## src/rtl/pli_pkg.sv

```systemverilog
// Package for the piecewise linear interpolator: request, status and select
// codes, the controller/datapath command and status structs. No dependencies.
package pli_pkg;

    localparam int DATA_W    = 32;
    localparam int ENTRY_W   = 2 * DATA_W;
    localparam int REQ_W     = 2;
    localparam int STAT_W    = 2;
    localparam int DIV_STEPS = DATA_W;
    localparam int DIV_CNT_W = $clog2(DIV_STEPS);

    // request codes
    localparam logic [REQ_W-1:0] REQ_CLEAR  = 2'd0;
    localparam logic [REQ_W-1:0] REQ_INSERT = 2'd1;
    localparam logic [REQ_W-1:0] REQ_QUERY  = 2'd2;

    // status codes
    localparam logic [STAT_W-1:0] STAT_OK    = 2'd0;
    localparam logic [STAT_W-1:0] STAT_EMPTY = 2'd1;
    localparam logic [STAT_W-1:0] STAT_FULL  = 2'd2;

    // table write data select
    localparam logic WR_SEL_RD  = 1'b0;
    localparam logic WR_SEL_NEW = 1'b1;

    // result select
    localparam logic [1:0] RES_ZERO  = 2'd0;
    localparam logic [1:0] RES_RD    = 2'd1;
    localparam logic [1:0] RES_ARITH = 2'd2;

    typedef struct packed {
        logic       load_req;
        logic       wr_en;
        logic       wr_sel;
        logic       load_prev;
        logic       load_cur;
        logic       load_diff;
        logic       load_mul;
        logic       div_step;
        logic       res_load;
        logic [1:0] res_sel;
    } dp_cmd_t;

    typedef struct packed {
        logic rd_gt_x;   // table x read back is above the request x
        logic rd_ge_x;   // table x read back is at or above the request x
    } dp_stat_t;

endpackage

```

## src/rtl/pli_ctrl.sv

```systemverilog
// Controller of the interpolator: request decode, table insert and scan
// sequencing, divider step count, point count and result strobe. Depends on pli_pkg.
module pli_ctrl
    import pli_pkg::*;
#(
    parameter int TABLE_DEPTH = 64
) (
    input  logic                             clk,
    input  logic                             rst_n,
    input  logic                             start,
    input  logic [REQ_W-1:0]                 req_type,
    input  dp_stat_t                         stat,
    output logic                             busy,
    output logic                             done,
    output logic [STAT_W-1:0]                status,
    output dp_cmd_t                          cmd,
    output logic [$clog2(TABLE_DEPTH)-1:0]   rd_addr,
    output logic [$clog2(TABLE_DEPTH)-1:0]   wr_addr
);

    localparam int AW = $clog2(TABLE_DEPTH);
    localparam int CW = $clog2(TABLE_DEPTH + 1);

    localparam logic [3:0] ST_IDLE    = 4'd0;
    localparam logic [3:0] ST_SHIFT   = 4'd1;
    localparam logic [3:0] ST_PUT     = 4'd2;
    localparam logic [3:0] ST_FIRST   = 4'd3;
    localparam logic [3:0] ST_LAST    = 4'd4;
    localparam logic [3:0] ST_SCAN    = 4'd5;
    localparam logic [3:0] ST_DIFF    = 4'd6;
    localparam logic [3:0] ST_MUL     = 4'd7;
    localparam logic [3:0] ST_DIV     = 4'd8;
    localparam logic [3:0] ST_FIN     = 4'd9;

    logic [3:0]            state_reg, state_next;
    logic [AW-1:0]         idx_reg, idx_next;
    logic [CW-1:0]         count_reg, count_next;
    logic [DIV_CNT_W-1:0]  div_cnt_reg, div_cnt_next;
    logic                  done_reg, done_next;
    logic [STAT_W-1:0]     status_reg, status_next;
    logic [AW-1:0]         last_idx;

    assign last_idx = AW'(count_reg - 1'b1);

    always_comb
    begin
        state_next   = state_reg;
        idx_next     = idx_reg;
        count_next   = count_reg;
        div_cnt_next = div_cnt_reg;
        done_next    = 1'b0;
        status_next  = status_reg;
        cmd          = '0;
        rd_addr      = '0;
        wr_addr      = idx_reg;

        unique case (state_reg)
            ST_IDLE:
            begin
                if (start)
                begin
                    cmd.load_req = 1'b1;
                    unique case (req_type)
                        REQ_CLEAR:
                        begin
                            count_next   = '0;
                            done_next    = 1'b1;
                            status_next  = STAT_OK;
                            cmd.res_load = 1'b1;
                            cmd.res_sel  = RES_ZERO;
                        end
                        REQ_INSERT:
                        begin
                            if (count_reg == CW'(TABLE_DEPTH))
                            begin
                                done_next    = 1'b1;
                                status_next  = STAT_FULL;
                                cmd.res_load = 1'b1;
                                cmd.res_sel  = RES_ZERO;
                            end
                            else if (count_reg == '0)
                            begin
                                idx_next   = '0;
                                state_next = ST_PUT;
                            end
                            else
                            begin
                                idx_next   = AW'(count_reg);
                                rd_addr    = last_idx;
                                state_next = ST_SHIFT;
                            end
                        end
                        REQ_QUERY:
                        begin
                            if (count_reg == '0)
                            begin
                                done_next    = 1'b1;
                                status_next  = STAT_EMPTY;
                                cmd.res_load = 1'b1;
                                cmd.res_sel  = RES_ZERO;
                            end
                            else
                            begin
                                rd_addr    = '0;
                                state_next = ST_FIRST;
                            end
                        end
                        default:
                        begin
                            done_next    = 1'b1;
                            status_next  = STAT_OK;
                            cmd.res_load = 1'b1;
                            cmd.res_sel  = RES_ZERO;
                        end
                    endcase
                end
            end
            ST_SHIFT:
            begin
                // move larger entries up one place, reading the next one down
                if (stat.rd_gt_x)
                begin
                    cmd.wr_en  = 1'b1;
                    cmd.wr_sel = WR_SEL_RD;
                    idx_next   = AW'(idx_reg - 1'b1);
                    if (idx_reg == AW'(1))
                    begin
                        state_next = ST_PUT;
                    end
                    else
                    begin
                        rd_addr = AW'(idx_reg - AW'(2));
                    end
                end
                else
                begin
                    state_next = ST_PUT;
                end
            end
            ST_PUT:
            begin
                cmd.wr_en    = 1'b1;
                cmd.wr_sel   = WR_SEL_NEW;
                count_next   = CW'(count_reg + 1'b1);
                done_next    = 1'b1;
                status_next  = STAT_OK;
                cmd.res_load = 1'b1;
                cmd.res_sel  = RES_ZERO;
                state_next   = ST_IDLE;
            end
            ST_FIRST:
            begin
                cmd.load_prev = 1'b1;
                if (count_reg == CW'(1) || stat.rd_ge_x)
                begin
                    done_next    = 1'b1;
                    status_next  = STAT_OK;
                    cmd.res_load = 1'b1;
                    cmd.res_sel  = RES_RD;
                    state_next   = ST_IDLE;
                end
                else
                begin
                    rd_addr    = last_idx;
                    state_next = ST_LAST;
                end
            end
            ST_LAST:
            begin
                if (!stat.rd_gt_x)
                begin
                    done_next    = 1'b1;
                    status_next  = STAT_OK;
                    cmd.res_load = 1'b1;
                    cmd.res_sel  = RES_RD;
                    state_next   = ST_IDLE;
                end
                else
                begin
                    idx_next   = AW'(1);
                    rd_addr    = AW'(1);
                    state_next = ST_SCAN;
                end
            end
            ST_SCAN:
            begin
                if (stat.rd_ge_x)
                begin
                    cmd.load_cur = 1'b1;
                    state_next   = ST_DIFF;
                end
                else
                begin
                    cmd.load_prev = 1'b1;
                    idx_next      = AW'(idx_reg + 1'b1);
                    rd_addr       = AW'(idx_reg + 1'b1);
                end
            end
            ST_DIFF:
            begin
                cmd.load_diff = 1'b1;
                state_next    = ST_MUL;
            end
            ST_MUL:
            begin
                cmd.load_mul = 1'b1;
                div_cnt_next = '0;
                state_next   = ST_DIV;
            end
            ST_DIV:
            begin
                cmd.div_step = 1'b1;
                div_cnt_next = DIV_CNT_W'(div_cnt_reg + 1'b1);
                if (div_cnt_reg == DIV_CNT_W'(DIV_STEPS - 1))
                begin
                    state_next = ST_FIN;
                end
            end
            ST_FIN:
            begin
                done_next    = 1'b1;
                status_next  = STAT_OK;
                cmd.res_load = 1'b1;
                cmd.res_sel  = RES_ARITH;
                state_next   = ST_IDLE;
            end
            default:
            begin
                state_next = ST_IDLE;
            end
        endcase
    end

    always_ff @(posedge clk or negedge rst_n)
    begin
        if (!rst_n)
        begin
            state_reg   <= ST_IDLE;
            idx_reg     <= '0;
            count_reg   <= '0;
            div_cnt_reg <= '0;
            done_reg    <= 1'b0;
            status_reg  <= STAT_OK;
        end
        else
        begin
            state_reg   <= state_next;
            idx_reg     <= idx_next;
            count_reg   <= count_next;
            div_cnt_reg <= div_cnt_next;
            done_reg    <= done_next;
            status_reg  <= status_next;
        end
    end

    assign busy   = (state_reg != ST_IDLE);
    assign done   = done_reg;
    assign status = status_reg;

endmodule
```

## config.mk

```make
export PLATFORM = sky130hd
export DESIGN_NAME = pli_ctrl
export DESIGN_NICKNAME = d
export VERILOG_FILES = /design/src/rtl/pli_pkg.sv /design/src/rtl/pli_ctrl.sv
export SDC_FILE = /design/constraint.sdc
export NUM_CORES = 1
export LEC_CHECK = 0
export BUFFER_PORTS_ARGS = -buffer_cell sky130_fd_sc_hd__buf_4
export CAP_MARGIN = 10
export CORE_UTILIZATION = 55
export DETAILED_ROUTE_END_ITERATION = 12
export PLACE_DENSITY = 0.84
export SYNTH_ARGS = -nofsm -noshare
export SYNTH_HDL_FRONTEND = slang
export SYNTH_SLANG_ARGS = --single-unit
```

## constraint.sdc

```tcl
create_clock -name clk -period 2.7 [get_ports clk]
set_clock_uncertainty 0.1 [all_clocks]
set_input_delay 0.405 -clock clk [delete_from_list [all_inputs] [get_ports clk]]
set_output_delay 0.405 -clock clk [all_outputs]
set_load 0.02 [all_outputs]
```

==> flow_summary.toml, run 1 <==
[run_status]
status = "complete, no violations"

[timing]
worst-slew-pin-transition_ps = 662.1
slew-limit-headroom = 0.5539
timing.final.hold_violations = 0
fin_setup_tns_ps = 0
min_period_ps = 2603
timing_max_transition_violations_final = 0
rsz0062_at_grt = "false"
final_setup_fails = 0
hold-worst-slack_ps = 354.5
max_clock_freq_mhz = 384.2
period_share = 0.9641

[setup_path]
setup.worst_path.end_class = "primary output"
cp-start-kind = "flip-flop"
cp.required_ps = 2190
worst_ep_arrival_time_ps = 2100
crit_path_cell_trace = "or4_4 -> nor2_2 -> a21oi_1 -> o22ai_1 -> a2111o_1 -> buf_4"
crit_path_max_delay_family = "simple AND/OR/NAND/NOR gates"
timing.rr.start = "state_reg[2]"
worstSetupStartpoint = "count_reg[3]"
critical-path-max-stage-delay_ps = 560
worst-path-buf-inv = 1
cpMaxStageDelayCell = "sky130_fd_sc_hd__or4_4"
crit_type = "reg -> out"
worst-path-max-fanout = 10
reg2reg_setup_slack_ps = 570

[placed_design]
dp_hpwl_um = 4065
portBuffers = 33
place_congestion = 0.9158

[synthesis]
synth_fp_nets = 287
synthesis.instances = 264
seq_area_frac_synth = 0.2801
post_synth.cell_area_avg_sq_um = 8.460
post_synth_num_cell_types = 61
postSynth.asyncResetShare = 1.000
synth.ff_latch_count = 25
synth-edff-count = 0
syn_area_sq_um = 2233
yosys_warnings = 0
synth_ff_type = "sky130_fd_sc_hd__dfrtp_1"

[floorplanning]
die_x_um = 65.73
ios = 34
coreArea_sq_um = 3771
design.die.area_sq_um = 4320
row_count = 22
initial_util = 0.5922
floorplan.die.height_um = 65.73

[power_and_ir_drop]
comb_power_share = 0.666
report.power.total_mw = 2.697
pwr-share-seq = 0.250
power_frac_clock = 0.084
static_leakage_nw = 1.268
switching_share = 0.4833
vdd.ir_drop.worst_v = 0.0005731
pwr_density_cell_nw_per_um2 = 1021
p_int_mw = 1.394
total_switching_power_mw = 1.304

[global_routing]
gr-usage-all-layers = 0.2821
number_of_global_route_vias_before_repair = 1943
global_route_wire_length_before_repair_um = 9370
grt_antenna_before_repair = 0
grt_start_max_net_pins = 26
grt_overflow = 0

[clocking]
clkSlewWorstSetupHoldPaths_ps = 90
htree_levels = 1
cts_root_buf = "sky130_fd_sc_hd__clkbuf_8"
cts.sinks = 25
cts_tree = "yes"
clock_network_latency_to_the_later_pin_of_the_worst_skew_pair_ps = 270
ctsLongestPathBuffers = 2
cts_buffers = 3

[route]
avgRoutedWirePerCell_um = 15.40
number_of_detailed_routing_iterations_run_before_antenna_repair = 5
detail_route.drc_violations = 0
avgViaCountPerCell = 5.980
vias = 2105
first_iter_violations = 119
antenna_violating_nets_left = 0
detail_route.wirelength_um = 5421

[final_layout]
areaGrowthSynthToFinish_pct = 18.26
n_antenna_cell = 0
largest_reg_flops = 7
finalNetCount = 328
layout_cells_sized_above_1 = 0.2467
mostFrequentLayoutCell = "sky130_fd_sc_hd__buf_4"
layout_common_cells = "sky130_fd_sc_hd__buf_4 (48), sky130_fd_sc_hd__nand2_1 (42), sky130_fd_sc_hd__dfrtp_1 (21), sky130_fd_sc_hd__nor2_1 (18)"
filler_cell_count = 326
seqCellArea_sq_um = 630.6
multiInputGateArea_sq_um = 1479

[min_path]
hold_path_startpoint = "stat[1]"
min_path_type = "in -> reg"

[run]
number_of_max_cap_violations = 0
tightest hold or removal path, stage by stage:
cell,delay (ps)
sky130_fd_sc_hd__buf_4,140
sky130_fd_sc_hd__o31ai_1,80
sky130_fd_sc_hd__nand2_1,60
kinds of logic after synthesis:
family | synth area share
XOR/XNOR | 0.04314
AO/OA/AOI/OAI | 0.2246
multiplexers | 0.02801
AND/OR/NAND/NOR | 0.2717
adder cells (fa/ha/maj) | 0.08963
buffers and inverters | 0.06274
flip-flops | 0.2801
cells in the mapped netlist, drive strengths merged (8+ instances only):
library cell | n | area [sq um]
nand3 | 8 | 40.04
buf | 11 | 76.32
dfrtp | 25 | 625.6
xnor2 | 8 | 70.07
inv | 15 | 56.30
a21oi | 10 | 53.80
nor2 | 19 | 73.82
nand2 | 42 | 157.7
o21ai | 20 | 100.1
ha | 16 | 200.2
layout make-up:
cell class	count	area share
Tap cell	48	0.02274
Clock buffer	4	0.01705
Sequential cell	25	0.2387
Inverter	15	0.02132
Multi-Input combinational cell	211	0.5599
Timing Repair Buffer	49	0.1402
what timing repair did:
| item | CTS | global route |
|---|---|---|
| hold endpoints to repair | 25 | 0 |
| endpoints found under the setup margin | 6 | 7 |
| pin swaps | 0 | 1 |
| setup buffers | 0 | 1 |
| resized for setup | 1 | 5 |
| hold buffers | 1 | 0 |
final timing paths:
| kind | end | depth (start not counted) |
|---|---|---|
| setup / recovery | cmd[2] | 6 |
| hold / removal | state_reg[2] | 3 |
| setup reg to reg | wr_addr[2] | 7 |
| hold reg to reg | div_cnt_reg[4] | 1 |
| max in group asynchronous | state_reg[3] | 2 |
| min in group asynchronous | status[1] | 2 |
power by group through the flow:
stage,registers (mW),logic (mW),clock network (mW)
2_1_floorplan,0.674,1.22,0
3_3_place_gp,0.673,1.74,0
3_5_place_dp,0.674,1.76,0
4_1_cts,0.668,1.77,0.234
5_1_grt,0.697,1.98,0.250
6_report,0.674,1.80,0.226
through the flow:
step           cell area [sq um]  worst slack [ps]  cells    util
3_5_place_dp                2562             176.9    346  0.6795
4_1_cts                     2621             14.71    351  0.6951
5_1_grt                     2641             5.828    352  0.7004
2_1_floorplan               2233             296.4    264       -
3_3_place_gp                2562             256.0    346  0.6795
6_report                    2641             96.95    352  0.7004
routing by layer:
layer / vias up / global-route usage / share of wire
met5: - / 0 / 0
li1: 1028 / - / -
met1: 1012 / 0.4006 / 0.46
met2: 60 / 0.4490 / 0.48
met3: 5 / 0.03299 / 0.051
met4: 0 / 0.07337 / 0.011
No activity file was read; power rests on OpenSTA's default activity.
==> run 2, diff against run 1 <==
Settings changed: CORE_UTILIZATION 55 to 52, PLACE_DENSITY 0.84 to 0.74.
Clock period 2.7 ns to 2.31 ns, I/O delays scaled along.
==> run 2 against run 1 <==
  * The flow now finishes with violations (setup timing)
  * First-iteration DRC count increased by 10%
  * Sequential share of layout area decreased by 3.1 points
  * Register-to-register slack got worse by 510 ps
  * Clock-buffer cell count decreased by 1
  * Utilization increased by 4.7 points
  * Power increased by 34%
  * Critical path depth increased by 1
  * Die area increased by 5.6%
==> flow_summary.toml, run 2 (synthesized netlist as in run 1, its figures left out) <==
[timing]
rsz0062_at_grt = "true"
final_setup_fails = 7
timing_max_transition_violations_final = 0
max_clock_freq_mhz = 405.9
timing.final.hold_violations = 0
hold-worst-slack_ps = 282.6
min_period_ps = 2464
fin_setup_tns_ps = -681.6
layout_setup_ws_ps = -153.5
slew-limit-headroom = 0.5506
worst-slew-pin-transition_ps = 667.0
period_share = 1.066

[placed_design]
placed_cells_incl_taps = 368
post-place-ws_ps = 52.17
dp_hpwl_um = 4525
placedInstanceArea_sq_um = 2721
place_congestion = 0.9191
portBuffers = 33

[final_layout]
postLayoutCellArea_sq_um = 3034
layout_cells_sized_above_1 = 0.3772
instances_no_fill = 392
areaGrowthSynthToFinish_pct = 35.85
layout_common_cells = "sky130_fd_sc_hd__buf_4 (79), sky130_fd_sc_hd__nand2_1 (40), sky130_fd_sc_hd__dfrtp_1 (21)"
n_antenna_cell = 0
post-route-util = 0.7478
largest_reg_flops = 7
mostFrequentLayoutCell = "sky130_fd_sc_hd__buf_4"
finalNetCount = 366

[power_and_ir_drop]
comb_power_share = 0.718
static_leakage_nw = 1.484
p_int_mw = 1.925
power_frac_clock = 0.076
switching_share = 0.4686
pwr_density_cell_nw_per_um2 = 1194
vdd.ir_drop.worst_v = 0.0006060
total_switching_power_mw = 1.697
report.power.total_mw = 3.622
pwr-share-seq = 0.206

[clocking]
cts_tree = "yes"
cts_buffers = 3
clock_network_latency_to_the_later_pin_of_the_worst_skew_pair_ps = 280
htree_levels = 1
cts.sinks = 25
cts_root_buf = "sky130_fd_sc_hd__clkbuf_8"
ctsLongestPathBuffers = 2
clkSlewWorstSetupHoldPaths_ps = 100

[floorplanning]
die_x_um = 67.54
design.die.area_sq_um = 4561
floorplan.die.height_um = 67.54
coreArea_sq_um = 4058
ios = 34
row_count = 23
initial_util = 0.5504

[route]
number_of_detailed_routing_iterations_run_before_antenna_repair = 4
avgRoutedWirePerCell_um = 16.26
detail_route.wirelength_um = 6375
antenna_violating_nets_left = 0
first_iter_violations = 131
vias = 2263
detail_route.drc_violations = 0
avgViaCountPerCell = 5.773

[global_routing]
global_route_wire_length_before_repair_um = 10260
grt_util_met3 = 0.02872
globalRoute.busiestLayer = "met2"
grt_antenna_before_repair = 0
grt_util_met1 = 0.3675
globalRouteMet2Util = 0.5322
grt_overflow = 0
gr-usage-all-layers = 0.3009
number_of_global_route_vias_before_repair = 2254
grt_start_max_net_pins = 26

[setup_path]
crit_type = "reg -> out"
setup.worst_path.end_class = "primary output"
worst_ep_arrival_time_ps = 2020
cp.required_ps = 1860
cp-start-kind = "flip-flop"
worst-path-max-fanout = 4

[run]
number_of_max_cap_violations = 0

[min_path]
min_path_type = "in -> reg"

[run_status]
status = "finished, violations left"
failed_checks = "setup timing"
==> run 2: cell count changes in the layout (fill, tap and decap cells not counted), moves of 2 or more <==
cell | before | now
sky130_fd_sc_hd__buf_4 | 48 | 79
sky130_fd_sc_hd__buf_6 | 0 | 7
sky130_fd_sc_hd__nand2_1 | 42 | 40
sky130_fd_sc_hd__nand2_2 | 0 | 2
sky130_fd_sc_hd__nor2_1 | 18 | 16
sky130_fd_sc_hd__o22ai_1 | 4 | 2
sky130_fd_sc_hd__o22ai_2 | 0 | 2
==> run 2: power by group through the flow <==
stage	clock (mW)	sequential [mW]	combinational [mW]
2_1_floorplan	0	0.788	1.44
4_1_cts	0.287	0.737	2.41
3_5_place_dp	0	0.759	2.25
6_report	0.275	0.745	2.60
5_1_grt	0.295	0.764	2.81
3_3_place_gp	0	0.753	2.20
==> run 2: timing repair <==
item,in CTS,in global routing
endpoints found under the setup margin,8,8
resized for setup,18,11
hold endpoints to repair,25,0
buffers inserted,10,9
hold buffers,1,0
pin swaps,7,3
==> run 2: critical path, stage by stage (launching register included) <==
cell and delay [ps]:
sky130_fd_sc_hd__dfrtp_2 460, sky130_fd_sc_hd__buf_6 140, sky130_fd_sc_hd__nor4b_4 280, sky130_fd_sc_hd__nand2_2 110
sky130_fd_sc_hd__a31o_1 230, sky130_fd_sc_hd__o221a_1 240, sky130_fd_sc_hd__o22ai_2 130, sky130_fd_sc_hd__buf_6 140
==> run 2: final cells by class <==
type	count	area, sq um
timing repair buffer	87	681.9
fill	289	1023
inverter	15	56.30
tap	50	62.56
sequential	25	630.6
clock inverter	1	5.005
multi-input combinational	211	1556
clock buffer	3	41.29
==> run 2: routing by layer <==
| metal | wire, um | share of wire | vias to the layer above |
|---|---|---|---|
| met1 | 2722 | 0.43 | 1075 |
| met2 | 3190 | 0.50 | 71 |
| met4 | 160 | 0.025 | 0 |
| li1 | - | - | 1102 |
| met5 | 0 | 0 | - |
| met3 | 301 | 0.047 | 15 |
==> run 2: worst paths after layout <==
path / slack [ps] / start / depth (start not counted) / end
setup / recovery: -150 / state_reg[2] / 7 / rd_addr[3]
hold / removal: 280 / stat[1] / 3 / state_reg[2]
setup reg to reg: 60 / state_reg[2] / 9 / wr_addr[4]
hold reg to reg: 420 / div_cnt_reg[4] / 1 / div_cnt_reg[4]
max in group asynchronous: 1400 / rst_n / 2 / wr_addr[1]
min in group asynchronous: 420 / rst_n / 2 / wr_addr[0]
